$ cat src/hw/rtl/signed_graph_norm_update_macros.svh
// assertion macros shared by the rtl
// each macro takes a label, a clock, an active-low reset and two expressions
`ifndef SIGNED_GRAPH_NORM_UPDATE_MACROS_SVH
`define SIGNED_GRAPH_NORM_UPDATE_MACROS_SVH

`ifndef ASSERT_OFF
// same-cycle implication
`define SGNU_ASSERT_IMPL(lbl, ck, rn, pre, post) \
  lbl: assert property (@(posedge ck) disable iff (!(rn)) (pre) |-> (post)) \
    else $error("assertion failed: lbl");
// next-cycle implication
`define SGNU_ASSERT_NEXT(lbl, ck, rn, pre, post) \
  lbl: assert property (@(posedge ck) disable iff (!(rn)) (pre) |=> (post)) \
    else $error("assertion failed: lbl");
`else
`define SGNU_ASSERT_IMPL(lbl, ck, rn, pre, post)
`define SGNU_ASSERT_NEXT(lbl, ck, rn, pre, post)
`endif

`endif

$ cat src/hw/rtl/sgnu_pkg.sv
`timescale 1ns / 1ps

package sgnu_pkg;

  // fixed field widths
  localparam int STATE_W   = 36;
  localparam int IDX_W     = 3;
  localparam int RULE_W    = 2;
  localparam int NODES_DEF = 6;

  // norm rule codes
  typedef enum logic [RULE_W-1:0] {
    RULE_L4 = 2'd0,
    RULE_L6 = 2'd1,
    RULE_L7 = 2'd2,
    RULE_L8 = 2'd3
  } rule_t;

  // new opinion from a = own view of actor, b = actor on target, c = own view of target
  function automatic logic apply_rule(input rule_t r, input logic a, input logic b,
                                      input logic c);
    logic res;
    case (r)
      RULE_L4: res = b ? (a | c) : ~c;
      RULE_L6: res = ~(b ^ c);
      RULE_L7: res = b ? (a | c) : (a & ~c);
      RULE_L8: res = b ? c : (a & ~c);
      default: res = 1'b0;
    endcase
    return res;
  endfunction

endpackage

$ cat src/hw/rtl/sgnu_in_if.sv
`timescale 1ns / 1ps

interface sgnu_in_if;
  logic                         valid;
  logic                         ready;
  logic [sgnu_pkg::STATE_W-1:0] current_state;
  logic [sgnu_pkg::IDX_W-1:0]   actor_node;
  logic [sgnu_pkg::IDX_W-1:0]   target_node;

  modport source (output valid, output current_state, output actor_node,
                  output target_node, input ready);
  modport sink (input valid, input current_state, input actor_node,
                input target_node, output ready);
endinterface

$ cat src/hw/rtl/sgnu_out_if.sv
`timescale 1ns / 1ps

interface sgnu_out_if;
  logic                         valid;
  logic                         ready;
  logic [sgnu_pkg::STATE_W-1:0] next_state;

  modport source (output valid, output next_state, input ready);
  modport sink (input valid, input next_state, output ready);
endinterface

$ cat src/hw/rtl/sgnu_rule_col.sv
`timescale 1ns / 1ps

module sgnu_rule_col #(
  parameter int NODES = sgnu_pkg::NODES_DEF
) (
  input  sgnu_pkg::rule_t             rule,
  input  logic [NODES-1:0]            col_a,
  input  logic [NODES-1:0]            col_c,
  input  logic                        b,
  input  logic                        diag,
  input  logic [$clog2(NODES)-1:0]    x,
  output logic [NODES-1:0]            new_col
);

  localparam int XW = $clog2(NODES);

  // when actor equals target, rows past the actor see the already updated diagonal
  logic b_diag;
  assign b_diag = sgnu_pkg::apply_rule(rule, b, b, b);

  // one rule cell per observer row
  for (genvar l = 0; l < NODES; l++) begin : g_row
    logic b_eff;
    assign b_eff      = (diag && (x < XW'(l))) ? b_diag : b;
    assign new_col[l] = sgnu_pkg::apply_rule(rule, col_a[l], b_eff, col_c[l]);
  end

endmodule

$ cat src/hw/rtl/signed_graph_norm_update.sv
`timescale 1ns / 1ps
// signed graph norm update
// in_ch carries a packed sign matrix (bit i*NODES+j set = +1) with an actor and a
// target node; out_ch returns the matrix after every observer row has rewritten
// its opinion of the actor under the norm rule held in the rule register.
// cfg_we / cfg_wdata write the rule register (0 L4, 1 L6, 2 L7, 3 L8); write it
// only while no item is in flight.
// three register stages (column extract, rule cells, column merge into the
// output); an accepted item moves through the stage a, b and c registers in turn,
// and out_ch.valid is the stage c valid bit.
// throughput: one item per cycle while out_ch.ready is high; every stage holds its own valid bit and ready
// so bubbles close up under a stall.
// a stalled receiver holds the output register; upstream stages keep filling
// until all three are full, then in_ch.ready drops. nothing is dropped or
// repeated.
// a node index of NODES or above passes the matrix through unchanged; bits
// above the matrix are ignored and return as zero.
// reset (synchronous, rst_n low) empties the pipeline and sets the rule to L8.

`include "signed_graph_norm_update_macros.svh"

module signed_graph_norm_update #(
  parameter int NODES = sgnu_pkg::NODES_DEF
) (
  input  logic                        clk,
  input  logic                        rst_n,
  sgnu_in_if.sink                     in_ch,
  sgnu_out_if.source                  out_ch,
  input  logic                        cfg_we,
  input  logic [sgnu_pkg::RULE_W-1:0] cfg_wdata
);

  localparam int MW = NODES * NODES;
  localparam int XW = $clog2(NODES);
  localparam int SW = sgnu_pkg::STATE_W;
  localparam int IW = sgnu_pkg::IDX_W;

  // rule register
  sgnu_pkg::rule_t rule_r;
  always_ff @(posedge clk) begin
    if (!rst_n) begin
      rule_r <= sgnu_pkg::RULE_L8;
    end else if (cfg_we) begin
      rule_r <= sgnu_pkg::rule_t'(cfg_wdata);
    end
  end

  // per-stage handshake
  logic a_valid_r, b_valid_r, c_valid_r;
  logic rdy_a, rdy_b, rdy_c;
  assign rdy_c       = !c_valid_r || out_ch.ready;
  assign rdy_b       = !b_valid_r || rdy_c;
  assign rdy_a       = !a_valid_r || rdy_b;
  assign in_ch.ready = rdy_a;

  // input matrix, trimmed or zero-filled to NODES*NODES bits
  logic [MW-1:0] in_mat;
  for (genvar k = 0; k < MW; k++) begin : g_in
    if (k < SW) begin : g_bit
      assign in_mat[k] = in_ch.current_state[k];
    end else begin : g_zero
      assign in_mat[k] = 1'b0;
    end
  end

  // stage a: range check and column extract
  logic          in_ok;
  logic [XW-1:0] x_idx, y_idx;
  logic [NODES-1:0] col_a_nxt, col_c_nxt;
  assign in_ok = ({1'b0, in_ch.actor_node} < (IW+1)'(NODES)) &&
                 ({1'b0, in_ch.target_node} < (IW+1)'(NODES));
  assign x_idx = in_ch.actor_node[XW-1:0];
  assign y_idx = in_ch.target_node[XW-1:0];

  for (genvar l = 0; l < NODES; l++) begin : g_col
    logic [NODES-1:0] row;
    assign row          = in_mat[l*NODES +: NODES];
    assign col_a_nxt[l] = in_ok & row[x_idx];
    assign col_c_nxt[l] = in_ok & row[y_idx];
  end

  logic [MW-1:0]    a_mat_r;
  logic [NODES-1:0] a_col_a_r, a_col_c_r;
  logic             a_b_r, a_diag_r, a_ok_r;
  logic [XW-1:0]    a_x_r;

  // stage b: rule cells
  logic [NODES-1:0] new_col;
  logic [MW-1:0]    b_mat_r;
  logic [NODES-1:0] b_col_r;
  logic [XW-1:0]    b_x_r;
  logic             b_ok_r;

  sgnu_rule_col #(.NODES(NODES)) u_rule_col (
    .rule    (rule_r),
    .col_a   (a_col_a_r),
    .col_c   (a_col_c_r),
    .b       (a_b_r),
    .diag    (a_diag_r),
    .x       (a_x_r),
    .new_col (new_col)
  );

  // stage c: merge new column into the matrix
  logic [MW-1:0] merged;
  logic [SW-1:0] state_nxt;
  logic [SW-1:0] c_state_r;
  for (genvar l = 0; l < NODES; l++) begin : g_mr
    for (genvar j = 0; j < NODES; j++) begin : g_mc
      assign merged[l*NODES+j] = (b_ok_r && (b_x_r == XW'(j))) ? b_col_r[l]
                                                              : b_mat_r[l*NODES+j];
    end
  end
  for (genvar k = 0; k < SW; k++) begin : g_out
    if (k < MW) begin : g_bit
      assign state_nxt[k] = merged[k];
    end else begin : g_zero
      assign state_nxt[k] = 1'b0;
    end
  end

  // valid bits
  always_ff @(posedge clk) begin
    if (!rst_n) begin
      a_valid_r <= 1'b0;
      b_valid_r <= 1'b0;
      c_valid_r <= 1'b0;
    end else begin
      if (rdy_a) a_valid_r <= in_ch.valid;
      if (rdy_b) b_valid_r <= a_valid_r;
      if (rdy_c) c_valid_r <= b_valid_r;
    end
  end

  // payload registers
  always_ff @(posedge clk) begin
    if (rdy_a && in_ch.valid) begin
      a_mat_r   <= in_mat;
      a_col_a_r <= col_a_nxt;
      a_col_c_r <= col_c_nxt;
      a_b_r     <= in_ok & col_c_nxt[x_idx];
      a_diag_r  <= (in_ch.actor_node == in_ch.target_node);
      a_x_r     <= x_idx;
      a_ok_r    <= in_ok;
    end
    if (rdy_b && a_valid_r) begin
      b_mat_r <= a_mat_r;
      b_col_r <= new_col;
      b_x_r   <= a_x_r;
      b_ok_r  <= a_ok_r;
    end
    if (rdy_c && b_valid_r) begin
      c_state_r <= state_nxt;
    end
  end

  assign out_ch.valid      = c_valid_r;
  assign out_ch.next_state = c_state_r;

  // checks
  `SGNU_ASSERT_NEXT(a_accept_fills, clk, rst_n, in_ch.valid && in_ch.ready, a_valid_r)
  `SGNU_ASSERT_NEXT(b_to_c_moves, clk, rst_n, b_valid_r && rdy_c, c_valid_r)
  `SGNU_ASSERT_IMPL(stall_only_full, clk, rst_n, !in_ch.ready,
                    a_valid_r && b_valid_r && c_valid_r && !out_ch.ready)

endmodule

$ cat src/flat_wrapper.sv
// flat-port wrapper written by rule: the top's interface ports become plain ports
module signed_graph_norm_update_flat 
#(
  parameter int NODES = sgnu_pkg::NODES_DEF
)
  (clk, rst_n, cfg_we, cfg_wdata, in_ch_valid, in_ch_current_state, in_ch_actor_node, in_ch_target_node, in_ch_ready, out_ch_valid, out_ch_next_state, out_ch_ready);
  sgnu_in_if in_ch_i ();
  sgnu_out_if out_ch_i ();
  input  logic clk;
  input  logic rst_n;
  input  logic cfg_we;
  input  logic [sgnu_pkg::RULE_W-1:0] cfg_wdata;
  input wire logic [$bits(in_ch_i.valid)-1:0] in_ch_valid;
  input wire logic [$bits(in_ch_i.current_state)-1:0] in_ch_current_state;
  input wire logic [$bits(in_ch_i.actor_node)-1:0] in_ch_actor_node;
  input wire logic [$bits(in_ch_i.target_node)-1:0] in_ch_target_node;
  output wire logic [$bits(in_ch_i.ready)-1:0] in_ch_ready;
  output wire logic [$bits(out_ch_i.valid)-1:0] out_ch_valid;
  output wire logic [$bits(out_ch_i.next_state)-1:0] out_ch_next_state;
  input wire logic [$bits(out_ch_i.ready)-1:0] out_ch_ready;
  assign in_ch_i.valid = in_ch_valid;
  assign in_ch_i.current_state = in_ch_current_state;
  assign in_ch_i.actor_node = in_ch_actor_node;
  assign in_ch_i.target_node = in_ch_target_node;
  assign in_ch_ready = in_ch_i.ready;
  assign out_ch_valid = out_ch_i.valid;
  assign out_ch_next_state = out_ch_i.next_state;
  assign out_ch_i.ready = out_ch_ready;
  signed_graph_norm_update #(.NODES(NODES)) u_core (.clk(clk), .rst_n(rst_n), .in_ch(in_ch_i), .out_ch(out_ch_i), .cfg_we(cfg_we), .cfg_wdata(cfg_wdata));
endmodule
$ cat config.mk
export PLATFORM = sky130hd
export DESIGN_NAME = signed_graph_norm_update_flat
export DESIGN_NICKNAME = d
export VERILOG_FILES = /design/src/hw/rtl/sgnu_pkg.sv /design/src/hw/rtl/sgnu_in_if.sv /design/src/hw/rtl/sgnu_out_if.sv /design/src/hw/rtl/sgnu_rule_col.sv /design/src/hw/rtl/signed_graph_norm_update.sv /design/src/flat_wrapper.sv
export VERILOG_INCLUDE_DIRS = /design/src /design/src/hw/rtl
export SDC_FILE = /design/constraint.sdc
export NUM_CORES = 1
export LEC_CHECK = 0
export BUFFER_PORTS_ARGS = -buffer_cell sky130_fd_sc_hd__buf_4
export CORE_ASPECT_RATIO = 1.4
export CORE_UTILIZATION = 56
export DETAILED_ROUTE_END_ITERATION = 7
export GPL_ROUTABILITY_DRIVEN = 0
export PLACE_DENSITY = 0.78
export SLEW_MARGIN = 10
export SYNTH_ARGS = -nofsm -noshare
export SYNTH_HDL_FRONTEND = slang
export SYNTH_HIERARCHICAL = 1
export SYNTH_SLANG_ARGS = --single-unit
$ cat constraint.sdc
create_clock -name clk -period 6.57 [get_ports clk]
set_input_delay 1.314 -clock clk [delete_from_list [all_inputs] [get_ports clk]]
set_output_delay 1.314 -clock clk [all_outputs]
set_load 0.02 [all_outputs]
==> impl_metrics.json <==
{
  "ys_seq_elements": 141,
  "cp_max_fo": 6,
  "crit_family": "simple AND/OR/NAND/NOR gates",
  "syn_inst": 337,
  "coreArea_um2": 10000,
  "pwr_density_cell_nw_per_um2": 307,
  "drt_iter0_markers": 218,
  "fin_skew_ps": 6.19,
  "layout-drive-gt1-share": 0.401,
  "cts-htree-levels": 4,
  "layout.cells.non_filler": 581,
  "start_util": 0.579,
  "io_pins": 87,
  "dp_slack_ps": 2950,
  "netlist.area_leader.share": 0.705,
  "ys_warn_count": 6,
  "setup_tns_ps": 0,
  "synth.most_common_cell": "edfxtp_1",
  "cts_setup_buffers": 0,
  "hold_violations": 0,
  "finalWirelength_mm": 11.4,
  "synthArstFlopShare": 0,
  "wl_per_cell_um": 19.6,
  "drv_slew": 0,
  "setup_violations": 0,
  "die_w_um": 87.9,
  "crit_path_start_kind": "input pin",
  "worst-path-buf-inv": 2,
  "maxCapViolCount": 0,
  "synth_edf_count": 136,
  "cp.required_ps": 5260,
  "antenna_found_initial": 0,
  "detail_route.first_pass.iterations": 5,
  "areaGrowthSynthToFinish_pct": 23.6,
  "min_path_cells": 0,
  "cp_common_cell": "buf_4",
  "synth-main-ff-cell": "edfxtp_1",
  "yosysUniqueCellTypes": 48,
  "num_vias": 3304,
  "synth_compound_area_frac": 0.0529,
  "drc": 0,
  "reg2reg_slack_ps": 4550,
  "avgSynthCellArea_um2": 17.2,
  "r2r_end": "u_core/out_ch.next_state[32]",
  "worstPathArrival_ps": 2300,
  "synthXorXnorAreaFrac": 0.00454,
  "clock_path_buffers": 2,
  "ant_nets": 0,
  "critical_path.max_stage_delay_ps": 520,
  "dieHeight_um": 122,
  "period_share": 0.550,
  "cts_buffers": 17,
  "end_kind": "output pin",
  "fin_nets": 483,
  "portBuffers": 86,
  "hold_ws_ps": 413,
  "grt.total_usage": 0.228,
  "fp-row-count": 43,
  "synth-seq-area-share": 0.723,
  "place_area_um2": 6560,
  "cts_num_sinks": 141,
  "maxSlewHeadroom": 0.453,
  "placed_cells_incl_taps": 550,
  "run_status": "finished, final reports clean",
  "syn_nets": 386,
  "p_leak_nw": 2.66,
  "final_area_um2": 7150,
  "hold_path_end": "u_core/b_mat_r[28]",
  "slowest_stage": "nor2b_1",
  "path_cells": "buf_4 -> nor2b_1 -> nand3_1 -> buf_4",
  "synth_top_cell_by_area": "edfxtp_1",
  "cts-resized-gates": 0,
  "min-delay-start": "u_core/a_mat_r[28]",
  "synth_common_cells": "136 x edfxtp_1, 42 x mux2_2, 25 x nor2_1, 22 x mux2i_1, 10 x inv_1",
  "gr-total-overflow": 0,
  "synth-adder-area-share": 0,
  "min_path_type": "register to register",
  "reg2regPathDepth": 4,
  "clk_pin_slew_ps": 60,
  "grt_max_degree": 55,
  "vdd_ir_drop_max_mv": 0.220,
  "fp.dieArea_um2": 10800,
  "path_class": "input pin to output pin",
  "yosys.area_share.simple": 0.0542,
  "cts_hold_buf": 0,
  "clkLatencyLatePin_ps": 420,
  "clock.fmax_mhz": 277,
  "cts_root_buf": "clkbuf_16",
  "r2r-start": "u_core/b_x_r[2]",
  "via_per_inst": 5.69,
  "grt_setup_unrepaired": "false",
  "period_needed_ps": 3610,
  "grt_pass1_vias": 3158,
  "netlist_area_um2": 5790,
  "cts_tree": "yes",
  "synth_top_family_by_area": "multiplexers",
  "grt_pass1_wl_mm": 17.2,
  "worstMarginPinSlew_ps": 818,
  "ys_top_cells_by_area": "edfxtp_1 71%, mux2_2 8.2%, mux2i_1 3.8%",
  "dp_hpwl_mm": 7.45,
  "diodes": 0,
  "worst_slack_ps": 2960,
  "synth_mux_area_frac": 0.143
}
[report_power, final]
| group | switching (mW) | total [mW] | internal [mW] |
|---|---|---|---|
| clock | 0.359 | 0.953 | 0.594 |
| sequential | 0.0275 | 1.08 | 1.05 |
| combinational | 0.0868 | 0.162 | 0.0752 |
| total | 0.473 | 2.19 | 1.72 |
[flip-flops by register name, indices dropped and copies added, names as in the netlist]
name and count:
u_core/a_mat_r 36, u_core/b_mat_r 36, u_core/out_ch.next_state 36, u_core/a_col_a_r 6, u_core/a_col_c_r 6, u_core/b_col_r 6
u_core/a_x_r 3, u_core/b_x_r 3, u_core/rule_r 2, u_core/a_b_r 1, u_core/a_diag_r 1, u_core/a_ok_r 1
u_core/a_valid_r 1, u_core/b_ok_r 1, u_core/b_valid_r 1, u_core/out_ch.valid 1
[through the flow]
step	total power [mW]	utilization
detailed placement	1.25	0.656
global placement	1.25	0.656
global route	2.25	0.715
finish	2.19	0.715
CTS	2.20	0.715
floorplan	1.19	-
[cell families (layout without fill, tap and decap cells)]
kind of cell	count (synthesis)	in the layout
mux	70	70
compound gates	43	43
xor+xnor	3	3
flops	141	141
simple gates	59	59
buf+inv	21	130
[placed cells by master, fill, tap and decap left out, types with 2 or more instances in the layout]
master	instances
a211oi_1	3
a21oi_1	9
a22oi_1	7
and2b_1	2
buf_4	89
bufinv_16	3
clkbuf_16	17
clkinv_1	2
clkinv_2	2
clkinv_4	2
clkinvlp_4	2
dfxtp_1	5
edfxtp_1	136
inv_1	10
inv_6	3
mux2_2	42
mux2i_1	22
mux4_2	6
nand2_1	6
nand3_1	4
nor2_1	25
nor2b_1	4
nor3_1	6
nor3_2	2
o21ai_0	4
o22ai_1	3
xor2_1	3
[worst max-delay path by stage]
stage	start	depth (start not counted)	endpoint	slack, ps
CTS	out_ch_ready	4	in_ch_ready	2950
global route	out_ch_ready	4	in_ch_ready	2860
detailed placement	out_ch_ready	4	in_ch_ready	2950
floorplan	out_ch_ready	2	u_core/b_col_r[0]	1270
finish	out_ch_ready	4	in_ch_ready	2960
global placement	out_ch_ready	4	in_ch_ready	3000
[area by class of cell]
class                           count  area (µm²)
Clock buffer                       17         425
Clock inverter                     14         166
Fill cell                         658        2850
Inverter                           10        37.5
Multi-Input combinational cell    175        1500
Sequential cell                   141        4180
Tap cell                          135         169
Timing Repair Buffer               89         668
[worst reg2reg max path, delay by kind of cell, from the launching register on]
kind	cells	cell delay, ps
multiplexers	1	420
AND/OR/NAND/NOR	3	930
flip-flops	1	420
[layer usage]
layer  share of wire  global-route usage  vias to the layer above
li1                -                   -                     1514
met1            0.40               0.278                     1616
met2            0.52               0.377                      151
met3           0.058              0.0551                       23
met4           0.023               0.116                        0
met5               0                   0                        -
No activity file was read; power rests on OpenSTA's default activity.
